--- src/hw/rtl/bibm_pkg.sv ---
// Types and constants for the best-IoU box matcher.
`default_nettype none

package bibm_pkg;

  localparam int unsigned CoordW = 13;
  localparam int unsigned SizeW  = 12;
  localparam int unsigned BoxW   = 2 * CoordW + 2 * SizeW;
  localparam int unsigned AreaW  = 2 * SizeW;
  localparam int unsigned UnionW = AreaW + 1;
  localparam int unsigned RemW   = UnionW + 1;
  localparam int unsigned IouW   = 17;
  localparam int unsigned OutIdxW = 6;
  localparam int unsigned DivSteps = IouW;
  localparam int unsigned MulSteps = 3;

  typedef enum logic [1:0] {
    KIND_LOAD  = 2'd0,
    KIND_QUERY = 2'd1,
    KIND_CLEAR = 2'd2
  } kind_e;

  typedef enum logic [7:0] {
    ST_IDLE = 8'b0000_0001,
    ST_READ = 8'b0000_0010,
    ST_GEOM = 8'b0000_0100,
    ST_MUL  = 8'b0000_1000,
    ST_UNI  = 8'b0001_0000,
    ST_DIV  = 8'b0010_0000,
    ST_CMP  = 8'b0100_0000,
    ST_DONE = 8'b1000_0000
  } state_e;

  typedef struct packed {
    logic signed [CoordW-1:0] x;
    logic signed [CoordW-1:0] y;
    logic        [SizeW-1:0]  w;
    logic        [SizeW-1:0]  h;
  } box_t;

endpackage

`default_nettype wire

--- src/hw/rtl/best_iou_box_matcher.sv ---
// Top level of the best-IoU box matcher: box table, sequencer and shared arithmetic.
//
// Input stream (s_axis): tuser carries the kind (load, query, clear), tdata the box.
// A load stores the box at the next free table slot, or is dropped when the table
// is full. A clear empties the table. Load and clear give no output. A query
// compares the box against every stored entry and returns one output
// transaction (m_axis) with the best IoU in Q1.16, the index of the first
// entry reaching it and a matched flag in tuser.
// A query walks the table one entry at a time through one 12x12 multiplier and
// one restoring divider: an entry that does not overlap passes read, geometry
// and the overlap test; one that does passes read, geometry, 3 products, union,
// 17 quotient bits and compare. A final state posts the result.
// s_axis_tready is low for the whole query. The result sits in an output
// register; if the receiver stalls, loads and clears still proceed while the
// matcher is idle, and the next query finishes its walk and then waits until
// that register is free. Reset empties the table and drops any pending output;
// table contents are not cleared, only the count.
`default_nettype none

module best_iou_box_matcher #(
  parameter int unsigned TABLE_DEPTH = 64
) (
  input  wire logic        clk_i,
  input  wire logic        rst_ni,
  input  wire logic        s_axis_tvalid,
  output logic             s_axis_tready,
  // box_x[12:0], box_y[25:13], box_w[37:26], box_h[49:38], zero pad [55:50]
  input  wire logic [55:0] s_axis_tdata,
  // kind[1:0]
  input  wire logic [1:0]  s_axis_tuser,
  output logic             m_axis_tvalid,
  input  wire logic        m_axis_tready,
  // best_iou[16:0], best_index[22:17], zero pad [23]
  output logic [23:0]      m_axis_tdata,
  // matched[0]
  output logic             m_axis_tuser
);

  localparam int unsigned CntW = $clog2(TABLE_DEPTH + 1);
  localparam int unsigned IdxW = (TABLE_DEPTH > 1) ? $clog2(TABLE_DEPTH) : 1;
  localparam int unsigned SW   = bibm_pkg::SizeW;
  localparam int unsigned CW   = bibm_pkg::CoordW;
  localparam int unsigned AW   = bibm_pkg::AreaW;
  localparam int unsigned UW   = bibm_pkg::UnionW;
  localparam int unsigned RW   = bibm_pkg::RemW;
  localparam int unsigned QW   = bibm_pkg::IouW;
  localparam int unsigned OW   = bibm_pkg::OutIdxW;

  bibm_pkg::state_e state_q, state_d;

  logic [CntW-1:0] count_q;
  logic [IdxW-1:0] idx_q;
  logic [4:0]      step_q;
  logic            m_valid_q;
  logic            any_q;

  bibm_pkg::box_t  mem_q [TABLE_DEPTH];
  bibm_pkg::box_t  ent_q;
  bibm_pkg::box_t  gt_q;
  bibm_pkg::box_t  in_box;

  logic [SW-1:0]   iw_q, ih_q;
  logic            ov_q;
  logic [AW-1:0]   inter_q, a1_q, a2_q;
  logic [UW-1:0]   uni_q;
  logic [RW-1:0]   rem_q;
  logic [QW-1:0]   quo_q;
  logic [QW-1:0]   best_q;
  logic [IdxW-1:0] best_idx_q;

  logic [QW-1:0]   out_iou_q;
  logic [OW-1:0]   out_idx_q;
  logic            out_match_q;

  logic            s_fire, m_fire, out_free, last_entry;
  logic            is_load, is_query, is_clear, table_full;

  logic signed [CW:0]   ga_r, ea_r, ga_b, ea_b, lx, ty, rx, by;
  logic signed [CW+1:0] iw_s, ih_s;
  logic [SW-1:0]   mul_a, mul_b;
  logic [AW-1:0]   mul_p;
  logic            div_ge;
  logic [RW-1:0]   div_rem;
  logic [IdxW+OW-1:0] best_idx_ext;

  assign in_box = bibm_pkg::box_t'({s_axis_tdata[12:0], s_axis_tdata[25:13],
                                    s_axis_tdata[37:26], s_axis_tdata[49:38]});

  assign s_axis_tready = (state_q == bibm_pkg::ST_IDLE);
  assign s_fire        = s_axis_tvalid && s_axis_tready;
  assign m_fire        = m_valid_q && m_axis_tready;
  assign out_free      = !m_valid_q || m_axis_tready;
  assign is_load       = (s_axis_tuser == bibm_pkg::KIND_LOAD);
  assign is_query      = (s_axis_tuser == bibm_pkg::KIND_QUERY);
  assign is_clear      = (s_axis_tuser == bibm_pkg::KIND_CLEAR);
  assign table_full    = (count_q == CntW'(TABLE_DEPTH));
  assign last_entry    = ((CntW'(idx_q) + CntW'(1)) == count_q);

  // Overlap geometry between the query box and the current entry.
  assign ga_r = $signed({gt_q.x[CW-1], gt_q.x}) + $signed({2'b00, gt_q.w[SW-1:0]});
  assign ea_r = $signed({ent_q.x[CW-1], ent_q.x}) + $signed({2'b00, ent_q.w[SW-1:0]});
  assign ga_b = $signed({gt_q.y[CW-1], gt_q.y}) + $signed({2'b00, gt_q.h[SW-1:0]});
  assign ea_b = $signed({ent_q.y[CW-1], ent_q.y}) + $signed({2'b00, ent_q.h[SW-1:0]});
  assign lx   = (gt_q.x > ent_q.x) ? {gt_q.x[CW-1], gt_q.x} : {ent_q.x[CW-1], ent_q.x};
  assign ty   = (gt_q.y > ent_q.y) ? {gt_q.y[CW-1], gt_q.y} : {ent_q.y[CW-1], ent_q.y};
  assign rx   = (ga_r < ea_r) ? ga_r : ea_r;
  assign by   = (ga_b < ea_b) ? ga_b : ea_b;
  assign iw_s = {rx[CW], rx} - {lx[CW], lx};
  assign ih_s = {by[CW], by} - {ty[CW], ty};

  // Shared multiplier: intersection, query area, entry area.
  always_comb begin
    case (step_q)
      5'd0: begin
        mul_a = iw_q;
        mul_b = ih_q;
      end
      5'd1: begin
        mul_a = gt_q.w;
        mul_b = gt_q.h;
      end
      default: begin
        mul_a = ent_q.w;
        mul_b = ent_q.h;
      end
    endcase
  end
  assign mul_p = mul_a * mul_b;

  // One restoring-division step.
  assign div_ge  = (rem_q >= {1'b0, uni_q});
  assign div_rem = div_ge ? (rem_q - {1'b0, uni_q}) : rem_q;

  always_comb begin
    state_d = state_q;
    case (state_q)
      bibm_pkg::ST_IDLE: begin
        if (s_fire && is_query) begin
          state_d = (count_q == '0) ? bibm_pkg::ST_DONE : bibm_pkg::ST_READ;
        end
      end
      bibm_pkg::ST_READ: state_d = bibm_pkg::ST_GEOM;
      bibm_pkg::ST_GEOM: state_d = bibm_pkg::ST_MUL;
      bibm_pkg::ST_MUL: begin
        if (!ov_q) begin
          state_d = last_entry ? bibm_pkg::ST_DONE : bibm_pkg::ST_READ;
        end else if (step_q == 5'(bibm_pkg::MulSteps - 1)) begin
          state_d = bibm_pkg::ST_UNI;
        end
      end
      bibm_pkg::ST_UNI: state_d = bibm_pkg::ST_DIV;
      bibm_pkg::ST_DIV: begin
        if (step_q == 5'(bibm_pkg::DivSteps - 1)) begin
          state_d = bibm_pkg::ST_CMP;
        end
      end
      bibm_pkg::ST_CMP: state_d = last_entry ? bibm_pkg::ST_DONE : bibm_pkg::ST_READ;
      bibm_pkg::ST_DONE: begin
        if (out_free) begin
          state_d = bibm_pkg::ST_IDLE;
        end
      end
      default: state_d = bibm_pkg::ST_IDLE;
    endcase
  end

  always_ff @(posedge clk_i or negedge rst_ni) begin
    if (!rst_ni) begin
      state_q   <= bibm_pkg::ST_IDLE;
      count_q   <= '0;
      idx_q     <= '0;
      step_q    <= '0;
      m_valid_q <= 1'b0;
      any_q     <= 1'b0;
    end else begin
      state_q <= state_d;
      if (s_fire && is_load && !table_full) begin
        count_q <= count_q + CntW'(1);
      end
      if (s_fire && is_clear) begin
        count_q <= '0;
      end
      if (s_fire && is_query) begin
        idx_q <= '0;
        any_q <= 1'b0;
      end
      if (state_q == bibm_pkg::ST_GEOM || state_q == bibm_pkg::ST_UNI) begin
        step_q <= '0;
      end
      if (state_q == bibm_pkg::ST_MUL || state_q == bibm_pkg::ST_DIV) begin
        step_q <= step_q + 5'd1;
      end
      if ((state_q == bibm_pkg::ST_MUL && !ov_q) || state_q == bibm_pkg::ST_CMP) begin
        idx_q <= idx_q + IdxW'(1);
      end
      if (state_q == bibm_pkg::ST_CMP) begin
        any_q <= 1'b1;
      end
      if (state_q == bibm_pkg::ST_DONE && out_free) begin
        m_valid_q <= 1'b1;
      end else if (m_fire) begin
        m_valid_q <= 1'b0;
      end
    end
  end

  always_ff @(posedge clk_i) begin
    if (s_fire && is_load && !table_full) begin
      mem_q[count_q[IdxW-1:0]] <= in_box;
    end
    if (state_q == bibm_pkg::ST_READ) begin
      ent_q <= mem_q[idx_q];
    end
  end

  always_ff @(posedge clk_i) begin
    if (s_fire && is_query) begin
      gt_q       <= in_box;
      best_q     <= '0;
      best_idx_q <= '0;
    end
    if (state_q == bibm_pkg::ST_GEOM) begin
      iw_q <= iw_s[SW-1:0];
      ih_q <= ih_s[SW-1:0];
      ov_q <= (iw_s > 0) && (ih_s > 0);
    end
    if (state_q == bibm_pkg::ST_MUL && ov_q) begin
      case (step_q)
        5'd0:    inter_q <= mul_p;
        5'd1:    a1_q    <= mul_p;
        default: a2_q    <= mul_p;
      endcase
    end
    if (state_q == bibm_pkg::ST_UNI) begin
      uni_q <= UW'(a1_q) + UW'(a2_q) - UW'(inter_q);
      rem_q <= RW'(inter_q);
      quo_q <= '0;
    end
    if (state_q == bibm_pkg::ST_DIV) begin
      quo_q <= {quo_q[QW-2:0], div_ge};
      rem_q <= {div_rem[RW-2:0], 1'b0};
    end
    if (state_q == bibm_pkg::ST_CMP && (!any_q || quo_q > best_q)) begin
      best_q     <= quo_q;
      best_idx_q <= idx_q;
    end
    if (state_q == bibm_pkg::ST_DONE && out_free) begin
      out_iou_q   <= best_q;
      out_idx_q   <= best_idx_ext[OW-1:0];
      out_match_q <= any_q;
    end
  end

  assign best_idx_ext  = {{OW{1'b0}}, best_idx_q};
  assign m_axis_tvalid = m_valid_q;
  assign m_axis_tdata  = {1'b0, out_idx_q, out_iou_q};
  assign m_axis_tuser  = out_match_q;

endmodule

`default_nettype wire
--- config.mk ---
export PLATFORM = sky130hd
export DESIGN_NAME = best_iou_box_matcher
export DESIGN_NICKNAME = d
export VERILOG_FILES = /design/src/hw/rtl/bibm_pkg.sv /design/src/hw/rtl/best_iou_box_matcher.sv
export SDC_FILE = /design/constraint.sdc
export NUM_CORES = 2
export LEC_CHECK = 0
export BUFFER_PORTS_ARGS = -buffer_cell sky130_fd_sc_hd__buf_2
export CORE_ASPECT_RATIO = 0.8
export CORE_MARGIN = 4
export CORE_UTILIZATION = 66
export CTS_BUF_LIST = sky130_fd_sc_hd__clkbuf_2 sky130_fd_sc_hd__clkbuf_4 sky130_fd_sc_hd__clkbuf_8
export CTS_CLUSTER_SIZE = 14
export DETAILED_ROUTE_END_ITERATION = 8
export GPL_ROUTABILITY_DRIVEN = 0
export GPL_TIMING_DRIVEN = 0
export PLACE_DENSITY = 0.93
export SLEW_MARGIN = 30
export SYNTH_ARGS = -nofsm -noshare
export SYNTH_HDL_FRONTEND = slang
export SYNTH_SLANG_ARGS = --single-unit
--- constraint.sdc ---
create_clock -name clk_i -period 8.47 [get_ports clk_i]
set_input_delay 0.847 -clock clk_i [delete_from_list [all_inputs] [get_ports clk_i]]
set_output_delay 0.847 -clock clk_i [all_outputs]
set_load 0.01 [all_outputs]
==> impl_metrics.ini, run 1 <==
[run_status]
error = [ERROR GRT-0232] Routing congestion too high. Check the congestion heatmap in the GUI.
stop_stage = global routing
status = stopped before the end

[timing]
worstEndpointGrtRepair = ov_q$_DFFE_PP_/D
worstEpCategory = sequential cell input

[clocking]
htree_levels = 6
cts_root_buf = clkbuf_8
numClockSinks = 3540
cts_buffers = 528
clockBufferDepth = 4

[die]
start_util = 0.665
io_pins = 89
fp.dieW_um = 535
rows = 154
die_h_um = 429

[place]
hpwlAfterDp_um = 350000
dp_slack_ns = -0.532
placed_cells = 10281
io_buffers = 81

[synth]
synth_warnings = 0
synthArstFlopShare = 0.00791
netlist_instances = 7013
synthesis.area_sq_um = 146000
synth_seq_cells = 3540
synth_ff_type = edfxtp_1
synth_nets = 7468
synth_edf_count = 3511
syn_avg_cell_area_sq_um = 20.9
ys_types = 87
seq_area_frac_synth = 0.725

[grt]
gr-usage-all-layers = 0.603
grt_max_degree = 66
grt.overflow.total = 8
Yosys cell counts, types with 45 or more instances:
master    number  area share
a21o_1        52      0.0027
edfxtp_1    3511        0.72
ha_1         262       0.022
mux4_2      1050        0.16
xnor2_1       87      0.0052
buf_2         51      0.0017
clkbuf_1     194      0.0050
and2_1        59      0.0025
xor2_1        45      0.0027
o21ai_0       73      0.0025
nand2_1      227      0.0058
inv_1        383      0.0098
a21oi_1      117      0.0040
fa_1         131       0.018
nor2_1       206      0.0053
mux2i_1       64      0.0044
routing by layer:
metal / global-route usage / GRT overflow
met4: 0.528 / 5
met2: 0.742 / 2
met1: 0.615 / 0
met3: 0.488 / 1
met5: 0.306 / 0
stage by stage:
step	util	instance area, sq um
CTS	0.758	167000
detailed placement	0.711	157000
global placement	0.683	151000
floorplan	-	146000
repair_timing:
action	CTS
endpoints found under the setup margin	5
hold buffers	2
hold endpoints to repair	28
pin swaps	1
gates resized for setup	10
buffers inserted	10
kinds of logic after synthesis:
logic type / after synthesis / synth area share
adders and majority gates: 395 / 0.0404
other: 1 / 0.0000256
DFF: 3540 / 0.725
muxes: 1129 / 0.167
buffers and inverters: 670 / 0.0179
AOI/OAI and AO/OA: 453 / 0.0199
and+or+nand+nor: 692 / 0.0222
xor gates and xnor gates: 133 / 0.00800
==> inputs of run 2 (changes only) <==
CORE_ASPECT_RATIO = not set   (was 0.8)
CORE_UTILIZATION = 40   (was 66)
CTS_BUF_LIST = not set   (was sky130_fd_sc_hd__clkbuf_2 sky130_fd_sc_hd__clkbuf_4 sky130_fd_sc_hd__clkbuf_8)
CTS_CLUSTER_SIZE = not set   (was 14)
PLACE_DENSITY = not set   (was 0.93)
PLACE_DENSITY_LB_ADDON = 0.15   (was not set)
==> run 2 against run 1 <==
The flow now finishes without violations. Synthesized area unchanged. Synthesized cell count unchanged.
==> impl_metrics.ini, run 2 <==
[run_status]
status = complete, no violations

[cells_and_area]
layout_commonest_cell = edfxtp_1
final_cell_mix = edfxtp_1, mux4_2, inv_1
fin_util = 0.476
nFillCells = 29744
largest_register_ff_count = 3200
syn2layout_area_growth_pct = 18.2
drive_above_1_share = 0.278
instances_no_fill = 12886
layout.nets = 8229

[grt]
grt_antenna_before_repair = 29
grt_first_pass_wirelength_um = 594000
grt.overflow.total = 0
gr-usage-all-layers = 0.226
grt_max_degree = 66
grt_pass1_vias = 75347

[synth]
synth_area_leaders = edfxtp_1, mux4_2, ha_1, fa_1, inv_1
seq_area_frac_synth = 0.725
synth.most_common_cell = edfxtp_1
synthesis.area_sq_um = 146000
synth_edf_count = 3511
netlist_instances = 7013
synth_ff_type = edfxtp_1
synth_nets = 7468
synth_top_area_frac = 0.720
ys_types = 87
synth_seq_cells = 3540
syn_avg_cell_area_sq_um = 20.9
synthArstFlopShare = 0.00791
synth_largest_area_cell = edfxtp_1
synth_common_cells = edfxtp_1, mux4_2, inv_1, ha_1, nand2_1
synth_warnings = 0

[drt]
routed_wl_um = 426000
drtIter0Drc = 8231
final_antenna_net_count = 0
dr.pass1.iters = 5
wire_per_inst_um = 33.1
num_vias = 73965
via_per_inst = 5.74
drcViolationCount = 0

[critical_path]
r2r_start = gt_q[12]$_DFFE_PP_
startpoint = gt_q[12]$_DFFE_PP_
worstPathBufferInverterCount = 5
cp_slowest_cell = or4_1
critPathKind = reg2reg
critPathTopFamily = compound AO/OA/AOI/OAI gates
startpoint_type = register
cp_max_fo = 10
cp_num_cells = 32
max_stage_delay_ns = 0.56
critPathRequiredTime_ns = 9.10
arrival_ns = 8.92
end_kind = register
reg2reg_depth = 32
rrSetupSlack_ns = 0.18
cp-endpoint = ov_q$_DFFE_PP_
worstReg2RegEnd = ov_q$_DFFE_PP_

[place]
io_buffers = 81
hpwlAfterDp_um = 307000
dp_slack_ns = -0.193
placed_cells = 12185

[die]
fp.dieW_um = 613
coreArea_sq_um = 364000
die_h_um = 613
start_util = 0.403
rows = 221
die-area_sq_um = 376000
io_pins = 89

[clocking]
clk_pin_slew_ns = 0.06
clockBufferDepth = 4
cts_root_buf = clkbuf_16
insertion_delay_ns = 0.95
htree_levels = 5
cts_buffers = 376
cts_tree = built
numClockSinks = 3540

[timing]
fin_ws_ns = 0.181
fin_crit_ns = 8.29
hold_violations = 0
setup_violations = 0
timing.fmax_mhz = 121
skew_ns = 0.0553
relSlewSlack = 0.285
maxSlewViolCount = 0
fin_crit_sh = 0.979
tightest_slew_ns = 1.07

[min_path]
holdCritStartpoint = m_axis_tready
hp-class = in2reg

[pwr]
ir_drop_v = 0.00126
powerDensity_nw_per_um2 = 364
p_leak_nw = 55.8

[job]
drv_cap = 0
-- run 2: cell counts after synthesis --
No cell type changed its count.
-- run 2: cells by family (layout without fill, tap and decap cells) --
family | count (synthesis) | in the layout | synth area share
simple gates | 692 | 692 | 0.0222
xor+xnor | 133 | 133 | 0.00800
fa+ha+maj | 395 | 395 | 0.0404
buf+inv | 670 | 1736 | 0.0179
compound gates | 453 | 453 | 0.0199
flops | 3540 | 3540 | 0.725
other cells | 1 | 14 | 0.0000256
mux | 1129 | 1129 | 0.167
-- run 2: final cells by class --
cell class / count / area, sq um / area share
Antenna cell: 13 / 32.5 / 0.000188
Sequential cell: 3540 / 106000 / 0.613
Tap cell: 4794 / 6000 / 0.0347
Inverter: 385 / 1450 / 0.00835
Clock buffer: 459 / 9860 / 0.0569
Buffer: 282 / 1330 / 0.00768
Clock inverter: 224 / 2040 / 0.0118
Multi-Input combinational cell: 2803 / 38300 / 0.221
Timing Repair Buffer: 386 / 7970 / 0.0461
-- run 2: worst min-delay path by stage --
stage	to	slack, ns	cells after the start
2_1_floorplan	out_idx_q[0]$_DFFE_PP_	0.40	0
3_3_place_gp	out_iou_q[6]$_DFFE_PP_	0.45	0
3_5_place_dp	out_iou_q[1]$_DFFE_PP_	0.44	0
4_1_cts	m_axis_tvalid$_DFFE_PN0P_	0.06	2
5_1_grt	m_axis_tvalid$_DFFE_PN0P_	0.13	2
6_report	m_axis_tvalid$_DFFE_PN0P_	0.14	2
-- run 2: per-stage QoR --
stage	hold slack [ns]	power [W]	TNS (ns)	instance area, sq um
2_1_floorplan	0.400	0.0397	0	146000
3_3_place_gp	0.447	0.0469	-1873.72	153000
3_5_place_dp	0.445	0.0474	-0.454	161000
4_1_cts	0.0640	0.0636	0	173000
5_1_grt	0.130	0.0663	-0.0598	173000
6_report	0.137	0.0631	0	173000
-- run 2: routing by layer --
| metal | part of all wire | track usage | up-vias |
|---|---|---|---|
| met5 | 0.000054 | 0 | - |
| met4 | 0.044 | 0.0845 | 4 |
| met3 | 0.071 | 0.0376 | 724 |
| met2 | 0.48 | 0.363 | 2879 |
| met1 | 0.41 | 0.312 | 40040 |
| li1 | - | - | 30318 |
-- run 2: power by group --
part / internal, W / total, W / switching (W) / leakage (nW)
Combinational: 0.0104 / 0.0254 / 0.0150 / 18.1
Sequential: 0.0214 / 0.0216 / 0.000160 / 31.9
Clock: 0.00918 / 0.0160 / 0.00686 / 5.81
Total: 0.0411 / 0.0631 / 0.0220 / 55.8
-- run 2: what timing repair did --
item / CTS / global route
gates resized for setup: 3 / 20
setup endpoints to repair: 7 / 19
buffers inserted: 0 / 4
hold buffers: 1 / 0
hold endpoints to repair: 27 / 0
pin swaps: 0 / 2
No activity file was read; power rests on OpenSTA's default activity.
